$ cat src/rtl/assert_macros.svh
// Assertion macros for the RTL.
`ifndef ASSERT_MACROS_SVH
`define ASSERT_MACROS_SVH
`ifndef SYNTHESIS
`define ASSERT_CLK(label, clk, rst_n, prop) \
    label: assert property (@(posedge clk) disable iff (!rst_n) (prop)) else $error("assertion failed");
`define ASSERT_NEXT(label, clk, rst_n, pre, post) \
    label: assert property (@(posedge clk) disable iff (!rst_n) (pre) |=> (post)) else $error("assertion failed");
`else
`define ASSERT_CLK(label, clk, rst_n, prop)
`define ASSERT_NEXT(label, clk, rst_n, pre, post)
`endif
`endif

$ cat src/rtl/mpm_pkg.sv
// Package for the message port matcher: codes, states and defaults.
`default_nettype none
package mpm_pkg;
    localparam int QUEUE_DEPTH_DEF = 16;
    localparam int ID_BITS_DEF = 8;
    localparam logic [31:0] MATCH_ALL_RESET = 32'hFFFF_FFFF;

    typedef enum logic [1:0] {OP_SEND = 2'd0, OP_RECV = 2'd1, OP_FILT = 2'd2, OP_RESET = 2'd3}
        op_t;
    typedef enum logic [1:0] {EV_STATUS = 2'd0, EV_PAIR = 2'd1, EV_SFLUSH = 2'd2,
        EV_RFLUSH = 2'd3} event_t;
    typedef enum logic [2:0] {ST_OK = 3'd0, ST_NO_MSG = 3'd1, ST_ABORTED = 3'd2,
        ST_TIMEOUT = 3'd3, ST_FULL = 3'd4} status_t;

    typedef enum logic [3:0] {
        S_IDLE,     // waiting for start
        S_SCAN,     // read issued for idx_reg, data arrives next cycle
        S_SCAN_CHK, // compare read data
        S_FILT_SCAN,// filter change: second scan over senders
        S_FILT_CHK,
        S_SHIFT_RD, // compaction/insert shift: read
        S_SHIFT_WR, // write shifted entry
        S_PAIR,     // emit pairing
        S_FLUSH_RD,
        S_FLUSH_EM,
        S_DONE      // emit final status
    } state_t;
endpackage
`default_nettype wire

$ cat src/rtl/message_port_matcher_top.sv
// Message port matcher: sender and receiver queues in RAM with a sequencer.
// Usage: pulse start with a request's fields while busy is low; the block raises busy
// and reports results on the result ports, each marked by strobe for one
// cycle; the final result of a request is the status and carries last = 1. busy falls
// in the cycle after that result. Results cannot be held off by the receiver.
// Configuration: cfg_we writes match_all_pattern from cfg_wdata; the user must do
// so only while idle, as the block itself does not enforce it. Each request walks
// the queue it searches, entry by entry, through the RAM of that queue (registered
// read). Removing from the middle or inserting at the front shifts the tail, one
// moved entry at a time. A reset request reports each entry of each flushed queue
// in turn, then the status.
// Reset: rst_n clears both counts, so both queues are empty; queue RAMs are not cleared.
`default_nettype none
`include "assert_macros.svh"
module message_port_matcher_top #(
    parameter int QUEUE_DEPTH = mpm_pkg::QUEUE_DEPTH_DEF,
    parameter int ID_BITS = mpm_pkg::ID_BITS_DEF
) (
    input  wire logic               clk,
    input  wire logic               rst_n,
    input  wire logic               cfg_we,
    input  wire logic [31:0]        cfg_wdata,
    input  wire logic               start,
    output logic                    busy,
    input  wire logic [1:0]         operation,
    input  wire logic [7:0]         msg_id,
    input  wire logic [31:0]        msg_type,
    input  wire logic [31:0]        filter,
    input  wire logic               urgent,
    input  wire logic               no_wait,
    input  wire logic               flush_senders,
    input  wire logic               flush_receivers,
    input  wire logic               abort_senders,
    input  wire logic               abort_receivers,
    output logic                    strobe,
    output logic [1:0]              event_kind,
    output logic [7:0]              receiver_id,
    output logic [7:0]              sender_id,
    output logic [31:0]             delivered_type,
    output logic [2:0]              status,
    output logic                    last
);
    localparam int IW = $clog2(QUEUE_DEPTH);
    localparam int CW = $clog2(QUEUE_DEPTH + 1);
    localparam int EW = ID_BITS + 32;

    // queue memories: q 0 = senders, 1 = receivers
    logic [EW-1:0] smem [QUEUE_DEPTH];
    logic [EW-1:0] rmem [QUEUE_DEPTH];
    logic [EW-1:0] s_rd, r_rd;
    logic          mem_we, mem_q;
    logic [IW-1:0] mem_waddr, mem_raddr;
    logic [EW-1:0] mem_wdata;

    always_ff @(posedge clk)
    begin
        if (mem_we && !mem_q) smem[mem_waddr] <= mem_wdata;
        if (mem_we && mem_q) rmem[mem_waddr] <= mem_wdata;
        s_rd <= smem[mem_raddr];
        r_rd <= rmem[mem_raddr];
    end

    mpm_pkg::state_t state_reg, state_next;
    logic [31:0]     match_all_reg;
    logic [CW-1:0]   scount_reg, scount_next, rcount_reg, rcount_next;
    logic [CW-1:0]   idx_reg, idx_next;     // scan/shift position
    logic [CW-1:0]   end_reg, end_next;     // shift stop
    logic [CW-1:0]   hit_reg, hit_next;     // receiver index on filter change
    logic            q_reg, q_next;         // queue being worked on
    logic            up_reg, up_next;       // 1: shift toward higher index (insert)
    logic [1:0]      op_reg;
    logic [ID_BITS-1:0] id_reg;
    logic [31:0]     type_reg, filt_reg;
    logic            urg_reg, nw_reg, flr_reg, abs_reg, abr_reg;
    logic [ID_BITS-1:0] pid_reg, pid_next; // paired partner id
    logic [31:0]     ptype_reg, ptype_next;
    logic [EW-1:0]   hold_reg, hold_next;   // entry to write after shift
    logic [2:0]      st_reg, st_next;
    logic            pend_reg, pend_next;   // pairing to report after shift
    logic            rmv2_reg, rmv2_next;   // filter change: remove receiver next

    logic [EW-1:0] rd;
    logic [31:0]   rd_val;
    logic [ID_BITS-1:0] rd_id;
    assign rd = q_reg ? r_rd : s_rd;
    assign rd_val = rd[31:0];
    assign rd_id = rd[EW-1:32];

    function automatic logic acc(input logic [31:0] f, input logic [31:0] t,
                                 input logic [31:0] ma);
        return (f == ma) || ((f & t) != 32'd0);
    endfunction

    assign busy = (state_reg != mpm_pkg::S_IDLE);

    always_ff @(posedge clk or negedge rst_n)
    begin
        if (!rst_n)
        begin
            state_reg <= mpm_pkg::S_IDLE;
            match_all_reg <= mpm_pkg::MATCH_ALL_RESET;
            scount_reg <= '0;
            rcount_reg <= '0;
        end
        else
        begin
            state_reg <= state_next;
            scount_reg <= scount_next;
            rcount_reg <= rcount_next;
            if (cfg_we) match_all_reg <= cfg_wdata;
        end
    end

    always_ff @(posedge clk)
    begin
        idx_reg <= idx_next; end_reg <= end_next; hit_reg <= hit_next;
        q_reg <= q_next; up_reg <= up_next; pid_reg <= pid_next;
        ptype_reg <= ptype_next; hold_reg <= hold_next; st_reg <= st_next;
        pend_reg <= pend_next; rmv2_reg <= rmv2_next;
        if (start && !busy)
        begin
            op_reg <= operation; id_reg <= ID_BITS'(msg_id);
            type_reg <= msg_type; filt_reg <= filter; urg_reg <= urgent;
            nw_reg <= no_wait; flr_reg <= flush_receivers;
            abs_reg <= abort_senders; abr_reg <= abort_receivers;
        end
    end

    logic [CW-1:0] cnt_q;
    assign cnt_q = q_reg ? rcount_reg : scount_reg;

    // next state and datapath updates
    always_comb
    begin
        state_next = state_reg;
        scount_next = scount_reg; rcount_next = rcount_reg;
        idx_next = idx_reg; end_next = end_reg; hit_next = hit_reg;
        q_next = q_reg; up_next = up_reg; pid_next = pid_reg;
        ptype_next = ptype_reg; hold_next = hold_reg; st_next = st_reg;
        pend_next = pend_reg; rmv2_next = rmv2_reg;
        case (state_reg)
            mpm_pkg::S_IDLE:
                if (start)
                begin
                    idx_next = '0; pend_next = 1'b0; rmv2_next = 1'b0; st_next = mpm_pkg::ST_OK;
                    case (mpm_pkg::op_t'(operation))
                        mpm_pkg::OP_SEND: begin q_next = 1'b1; state_next = mpm_pkg::S_SCAN; end
                        mpm_pkg::OP_RECV: begin q_next = 1'b0; state_next = mpm_pkg::S_SCAN; end
                        mpm_pkg::OP_FILT: begin q_next = 1'b1; state_next = mpm_pkg::S_SCAN; end
                        default:
                        begin
                            q_next = !flush_senders;
                            state_next = (flush_senders || flush_receivers)
                                ? mpm_pkg::S_FLUSH_RD : mpm_pkg::S_DONE;
                        end
                    endcase
                end
            mpm_pkg::S_SCAN:
                if (idx_reg >= cnt_q)
                begin
                    // nothing found
                    case (mpm_pkg::op_t'(op_reg))
                        mpm_pkg::OP_FILT: begin st_next = mpm_pkg::ST_NO_MSG;
                            state_next = mpm_pkg::S_DONE; end
                        mpm_pkg::OP_RECV:
                            if (nw_reg) begin st_next = mpm_pkg::ST_NO_MSG;
                                state_next = mpm_pkg::S_DONE; end
                            else if (rcount_reg == CW'(QUEUE_DEPTH)) begin
                                st_next = mpm_pkg::ST_FULL; state_next = mpm_pkg::S_DONE; end
                            else begin
                                q_next = 1'b1; hold_next = {id_reg, filt_reg};
                                up_next = 1'b1; idx_next = rcount_reg;
                                end_next = urg_reg ? '0 : rcount_reg;
                                state_next = mpm_pkg::S_SHIFT_RD; end
                        default:
                            if (scount_reg == CW'(QUEUE_DEPTH)) begin
                                st_next = mpm_pkg::ST_FULL; state_next = mpm_pkg::S_DONE; end
                            else begin
                                q_next = 1'b0; hold_next = {id_reg, type_reg};
                                up_next = 1'b1; idx_next = scount_reg;
                                end_next = urg_reg ? '0 : scount_reg;
                                state_next = mpm_pkg::S_SHIFT_RD; end
                    endcase
                end
                else
                    state_next = mpm_pkg::S_SCAN_CHK;
            mpm_pkg::S_SCAN_CHK:
            begin
                state_next = mpm_pkg::S_SCAN;
                idx_next = idx_reg + 1'b1;
                case (mpm_pkg::op_t'(op_reg))
                    mpm_pkg::OP_SEND:
                        if (acc(rd_val, type_reg, match_all_reg)) begin
                            pid_next = rd_id; ptype_next = type_reg; pend_next = 1'b1;
                            up_next = 1'b0; end_next = rcount_reg - 1'b1;
                            rcount_next = rcount_reg - 1'b1; idx_next = idx_reg;
                            state_next = mpm_pkg::S_SHIFT_RD; end
                    mpm_pkg::OP_RECV:
                        if (acc(filt_reg, rd_val, match_all_reg)) begin
                            pid_next = rd_id; ptype_next = rd_val; pend_next = 1'b1;
                            up_next = 1'b0; end_next = scount_reg - 1'b1;
                            scount_next = scount_reg - 1'b1; idx_next = idx_reg;
                            state_next = mpm_pkg::S_SHIFT_RD; end
                    default:
                        if (rd_id == id_reg) begin
                            hit_next = idx_reg; idx_next = '0; q_next = 1'b0;
                            state_next = mpm_pkg::S_FILT_SCAN; end
                endcase
            end
            mpm_pkg::S_FILT_SCAN:
                if (idx_reg >= scount_reg)
                begin
                    // rewrite the receiver filter, no pairing
                    q_next = 1'b1; hold_next = {id_reg, filt_reg};
                    up_next = 1'b1; idx_next = hit_reg; end_next = hit_reg;
                    state_next = mpm_pkg::S_SHIFT_RD;
                end
                else
                    state_next = mpm_pkg::S_FILT_CHK;
            mpm_pkg::S_FILT_CHK:
            begin
                idx_next = idx_reg + 1'b1;
                state_next = mpm_pkg::S_FILT_SCAN;
                if (acc(filt_reg, rd_val, match_all_reg))
                begin
                    pid_next = rd_id; ptype_next = rd_val; pend_next = 1'b1;
                    rmv2_next = 1'b1; up_next = 1'b0; end_next = scount_reg - 1'b1;
                    scount_next = scount_reg - 1'b1; idx_next = idx_reg;
                    state_next = mpm_pkg::S_SHIFT_RD;
                end
            end
            mpm_pkg::S_SHIFT_RD:
                // down: idx <- idx+1 until end; up: idx <- idx-1 down to end
                if (up_reg ? (idx_reg == end_reg) : (idx_reg >= end_reg))
                begin
                    if (up_reg)
                    begin
                        state_next = mpm_pkg::S_SHIFT_WR;
                    end
                    else if (rmv2_reg)
                    begin
                        rmv2_next = 1'b0; q_next = 1'b1; idx_next = hit_reg;
                        end_next = rcount_reg - 1'b1; rcount_next = rcount_reg - 1'b1;
                    end
                    else
                        state_next = pend_reg ? mpm_pkg::S_PAIR : mpm_pkg::S_DONE;
                end
                else
                    state_next = mpm_pkg::S_SHIFT_WR;
            mpm_pkg::S_SHIFT_WR:
                if (up_reg && idx_reg == end_reg)
                begin
                    // final write of the new entry
                    if (!(op_reg == mpm_pkg::OP_FILT))
                    begin
                        if (q_reg) rcount_next = rcount_reg + 1'b1;
                        else scount_next = scount_reg + 1'b1;
                    end
                    state_next = mpm_pkg::S_DONE;
                end
                else
                begin
                    idx_next = up_reg ? idx_reg - 1'b1 : idx_reg + 1'b1;
                    state_next = mpm_pkg::S_SHIFT_RD;
                end
            mpm_pkg::S_PAIR:
                state_next = mpm_pkg::S_DONE;
            mpm_pkg::S_FLUSH_RD:
                if (idx_reg >= cnt_q)
                begin
                    if (!q_reg) scount_next = '0; else rcount_next = '0;
                    idx_next = '0;
                    if (!q_reg && flr_reg) q_next = 1'b1;
                    else state_next = mpm_pkg::S_DONE;
                end
                else
                    state_next = mpm_pkg::S_FLUSH_EM;
            mpm_pkg::S_FLUSH_EM:
            begin
                idx_next = idx_reg + 1'b1;
                state_next = mpm_pkg::S_FLUSH_RD;
            end
            mpm_pkg::S_DONE:
                state_next = mpm_pkg::S_IDLE;
            default:
                state_next = mpm_pkg::S_IDLE;
        endcase
    end

    // memory port control
    always_comb
    begin
        mem_we = 1'b0; mem_q = q_reg; mem_waddr = idx_reg[IW-1:0];
        mem_wdata = hold_reg; mem_raddr = idx_reg[IW-1:0];
        case (state_reg)
            mpm_pkg::S_IDLE:
                mem_raddr = '0;
            mpm_pkg::S_SHIFT_RD:
                // read the neighbour that moves into idx
                mem_raddr = up_reg ? IW'(idx_reg - 1'b1) : IW'(idx_reg + 1'b1);
            mpm_pkg::S_SHIFT_WR:
            begin
                mem_we = 1'b1;
                if (!(up_reg && idx_reg == end_reg)) mem_wdata = rd;
            end
            default: ;
        endcase
    end

    // result outputs
    always_comb
    begin
        strobe = 1'b0; event_kind = mpm_pkg::EV_STATUS; receiver_id = '0; sender_id = '0;
        delivered_type = '0; status = mpm_pkg::ST_OK; last = 1'b0;
        case (state_reg)
            mpm_pkg::S_PAIR:
            begin
                strobe = 1'b1; event_kind = mpm_pkg::EV_PAIR;
                delivered_type = ptype_reg;
                if (op_reg == mpm_pkg::OP_SEND)
                begin
                    receiver_id = 8'(pid_reg); sender_id = 8'(id_reg);
                end
                else
                begin
                    receiver_id = 8'(id_reg); sender_id = 8'(pid_reg);
                end
            end
            mpm_pkg::S_FLUSH_EM:
            begin
                strobe = 1'b1;
                if (q_reg)
                begin
                    event_kind = mpm_pkg::EV_RFLUSH; receiver_id = 8'(rd_id);
                    status = abr_reg ? mpm_pkg::ST_ABORTED : mpm_pkg::ST_TIMEOUT;
                end
                else
                begin
                    event_kind = mpm_pkg::EV_SFLUSH; sender_id = 8'(rd_id);
                    status = abs_reg ? mpm_pkg::ST_ABORTED : mpm_pkg::ST_TIMEOUT;
                end
            end
            mpm_pkg::S_DONE:
            begin
                strobe = 1'b1; status = st_reg; last = 1'b1;
            end
            default: ;
        endcase
    end

    `ASSERT_CLK(a_scount_range, clk, rst_n, scount_reg <= CW'(QUEUE_DEPTH))
    `ASSERT_CLK(a_rcount_range, clk, rst_n, rcount_reg <= CW'(QUEUE_DEPTH))
    `ASSERT_NEXT(a_last_idle, clk, rst_n, strobe && last, !busy)
    `ASSERT_CLK(a_last_ends, clk, rst_n, !(strobe && last) || state_reg == mpm_pkg::S_DONE)
endmodule
`default_nettype wire
$ cat config.mk
export PLATFORM = sky130hd
export DESIGN_NAME = message_port_matcher_top
export DESIGN_NICKNAME = d
export VERILOG_FILES = /design/src/rtl/mpm_pkg.sv /design/src/rtl/message_port_matcher_top.sv
export VERILOG_INCLUDE_DIRS = /design/src /design/src/rtl
export SDC_FILE = /design/constraint.sdc
export NUM_CORES = 2
export LEC_CHECK = 0
export CAP_MARGIN = 20
export CORE_MARGIN = 8
export CORE_UTILIZATION = 60
export DETAILED_ROUTE_END_ITERATION = 12
export DONT_BUFFER_PORTS = 1
export GPL_TIMING_DRIVEN = 0
export PLACE_DENSITY = 0.76
export SYNTH_ARGS = -nofsm -noshare
export SYNTH_HDL_FRONTEND = slang
export SYNTH_SLANG_ARGS = --single-unit
$ cat constraint.sdc
create_clock -name clk -period 10.6 [get_ports clk]
set_clock_uncertainty 0.1 [all_clocks]
set_input_delay 1.59 -clock clk [delete_from_list [all_inputs] [get_ports clk]]
set_output_delay 1.59 -clock clk [all_outputs]
set_load 0.02 [all_outputs]
==> flow_metrics.py <==
metrics = {
    "grt": {
        "grt_max_degree": 67,
        "grt_pass1_vias": 42200,
        "grt.overflow.total": 0,
        "groute.usage.overall": 0.312,
        "grt_pass1_wl_um": 279000,
        "use_met3": 0.0673,
        "gr-usage-met2": 0.495,
        "use_met1": 0.413,
        "grt.busiest_layer": "met2",
        "antenna_found_initial": 14,
    },
    "floorplanning": {
        "num_rows": 121,
        "die_h_um": 347,
        "design.portCount": 172,
        "core_area_mm2": 0.109,
        "die_area_mm2": 0.120,
        "die_w_um": 347,
        "start_util": 0.604,
    },
    "cells_and_area": {
        "final_common_cell": "edfxtp_1",
        "fillCellCount": 6992,
        "fin_nets": 5181,
        "syn_to_final_growth_pct": 13.8,
        "most-common-layout-cells": "1460 x edfxtp_1, 749 x nand2_1, 404 x a211oi_1, 351 x clkbuf_1, 324 x and3_1",
        "post-route-util": 0.687,
        "stdcell_count": 6590,
        "largestRegisters": "rmem: 640 flops, smem: 640 flops",
        "drive_gt1_frac": 0.111,
    },
    "detailed_routing": {
        "vias_per_cell": 6.72,
        "drt_iter0_markers": 6451,
        "firstDrtPassIters": 6,
        "dr_total_vias": 44300,
        "drcViolationCount": 0,
        "avgRoutedWirePerCell_um": 29.4,
        "drtAntennaViolNets": 0,
        "wl_um": 194000,
    },
    "cts": {
        "h-tree-depth": 4,
        "cts_tree": "done",
        "clock-sinks": 1586,
        "cts.clk_slew.worst_paths_ps": 60,
        "clock_latency_ps": 780,
        "cts_resized": 0,
        "clock-root-buffer": "clkbuf_16",
        "hold_buffers": 0,
        "clock_path_buffers": 3,
        "post_cts_buffers": 0,
        "numCtsBuffers": 155,
    },
    "power": {
        "vdd_drop_max_v": 0.000181,
        "p_total_mw": 25.1,
        "power.net_switching_mw": 10.5,
        "p_leak_nw": 24.8,
        "seq_power_share": 0.342,
        "swShare": 0.418,
        "clockPowerShare": 0.228,
        "p_int_mw": 14.6,
        "p_per_area_mw_per_mm2": 337,
        "combPwrFrac": 0.431,
    },
    "sta": {
        "finalHoldViolCount": 0,
        "setup_viol": 0,
        "period_minus_slack_ps": 6560,
        "slew_headroom": 0.157,
        "max_slew.worst_pin.slew_ps": 1270,
        "finalCritPeriodShare": 0.619,
        "fin_tns_setup_ps": 0,
        "fmax_mhz": 152,
        "finalMaxSlewViolations": 0,
        "hold_slack_ps": 416,
        "rsz0062_at_grt": "false",
    },
    "setup_path": {
        "r2r_cells": 17,
        "cp_max_fo": 10,
        "worstPathArrival_ps": 6850,
        "cp.required_ps": 10890,
        "worstSetupEndpointType": "flop",
        "timing.rr.start": "mem_q",
        "crit_type": "reg2reg",
        "r2r_end": "idx_reg[2]",
        "worstSetupStartpointType": "flop",
        "worst-r2r-setup-slack_ps": 4040,
    },
    "synth": {
        "yosys.cell_types.count": 77,
        "async_reset_ff_frac": 0.0290,
        "syn_area_mm2": 0.0655,
        "synth_edf_count": 1460,
        "synth-seq-cells": 1586,
        "synth_cells": 4802,
        "yosys_most_used_dff": "edfxtp_1",
        "synth_top_area_cell": "edfxtp_1",
        "synth.net_count": 4947,
        "ys_seq_area_frac": 0.712,
        "syn_area_per_cell_um2": 13.6,
        "yosysWarnings": 0,
        "synth_area_leaders": "edfxtp_1 67%, a211oi_1 4.6%, nand2_1 4.3%, and3_1 3.1%, dfxtp_1 2.4%",
        "synth.top_cell.area_share": 0.669,
    },
    "status": {
        "status": "finished clean",
    },
    "place": {
        "port_buffers": 0,
        "place_congestion": 1.00,
        "dp_hpwl_um": 133000,
        "place_inst": 6292,
    },
    "job": {
        "maxCapViolCount": 0,
    },
    "hold_path": {
        "hp-class": "in2async",
    },
}
-- critical path, stage by stage (launching register included) --
cell and delay (ps):
edfxtp_1 530, buf_6 250, buf_6 210, buf_8 200, buf_6 240, buf_1 610, clkbuf_1 630, nand2_1 100
o21ai_0 110, ha_1 140, nand2b_1 90, a21o_1 120, a21oi_1 70, o21ai_1 710, and3b_1 290, o22ai_1 180
or4_1 630, a2111oi_2 940
-- kinds of logic (layout without fill, tap and decap cells) --
| kind of cell | Yosys count | in the layout | synth area share |
|---|---|---|---|
| AOI/OAI and AO/OA | 1147 | 1147 | 0.120 |
| xor gates and xnor gates | 83 | 83 | 0.0111 |
| adders and majority gates | 29 | 29 | 0.00554 |
| buffers and inverters | 392 | 753 | 0.0236 |
| DFF | 1586 | 1586 | 0.712 |
| muxes | 176 | 176 | 0.0300 |
| other | 0 | 13 | 0 |
| and+or+nand+nor | 1389 | 1389 | 0.0983 |
-- power groups by stage --
stage	sequential, mW	clock, mW	combinational (mW)
2_1_floorplan	8.49	0	6.20
5_1_grt	8.60	5.97	11.4
3_3_place_gp	8.75	0	9.72
4_1_cts	8.55	5.73	10.5
6_report	8.58	5.71	10.8
3_5_place_dp	8.68	0	10.4
-- worst max-delay path by stage --
stage,end,from,cells past startpoint
floorplan,hold_reg[0],mem_q,16
global placement,rmem[15][35],mem_q,7
detailed placement,idx_reg[2],mem_q,17
CTS,idx_reg[2],mem_q,17
global route,idx_reg[2],mem_q,17
finish,idx_reg[2],mem_q,17
-- Yosys cell counts (5+ instances only) --
cell and instances:
a211oi_1 404, a21o_1 6, a21oi_1 259, a22o_1 8, a22oi_1 24, a311oi_1 160
a31oi_1 167, a32o_1 8, and2_1 38, and3_1 324, buf_1 16, buf_2 16
buf_6 5, clkbuf_1 331, dfrtp_1 14, dfstp_2 32, dfxtp_1 80, edfxtp_1 1460
ha_1 29, inv_1 21, mux2_1 12, mux2_2 105, mux2i_1 47, mux2i_2 10
nand2_1 749, nand2b_1 11, nand3_1 26, nand4_1 31, nor2_1 147, nor2b_1 10
nor3_1 17, nor4_1 18, o21ai_0 68, xnor2_1 69, xor2_1 14
-- final cells by class --
type | instances | area [um2] | share of cell area
Sequential cell | 1586 | 46600 | 0.625
Multi-Input combinational cell | 2824 | 17900 | 0.241
Clock buffer | 200 | 4320 | 0.0579
Tap cell | 1414 | 1770 | 0.0237
Buffer | 370 | 1470 | 0.0197
Timing Repair Buffer | 77 | 1340 | 0.0180
Clock inverter | 84 | 1000 | 0.0134
Inverter | 22 | 82.6 | 0.00111
Antenna cell | 13 | 32.5 | 0.000436
-- through the flow --
step,area (um2),setup slack (ps)
2_1_floorplan,65500,5520
3_3_place_gp,67300,2880
3_5_place_dp,69200,4190
4_1_cts,74600,4150
5_1_grt,74600,4000
6_report,74600,4040
-- per-layer routing --
metal,part of all wire,up-vias
met4,0.052,4
li1,-,19100
met5,0.00011,-
met1,0.36,21500
met2,0.47,3185
met3,0.12,538
No activity file was read; power rests on OpenSTA's default activity.
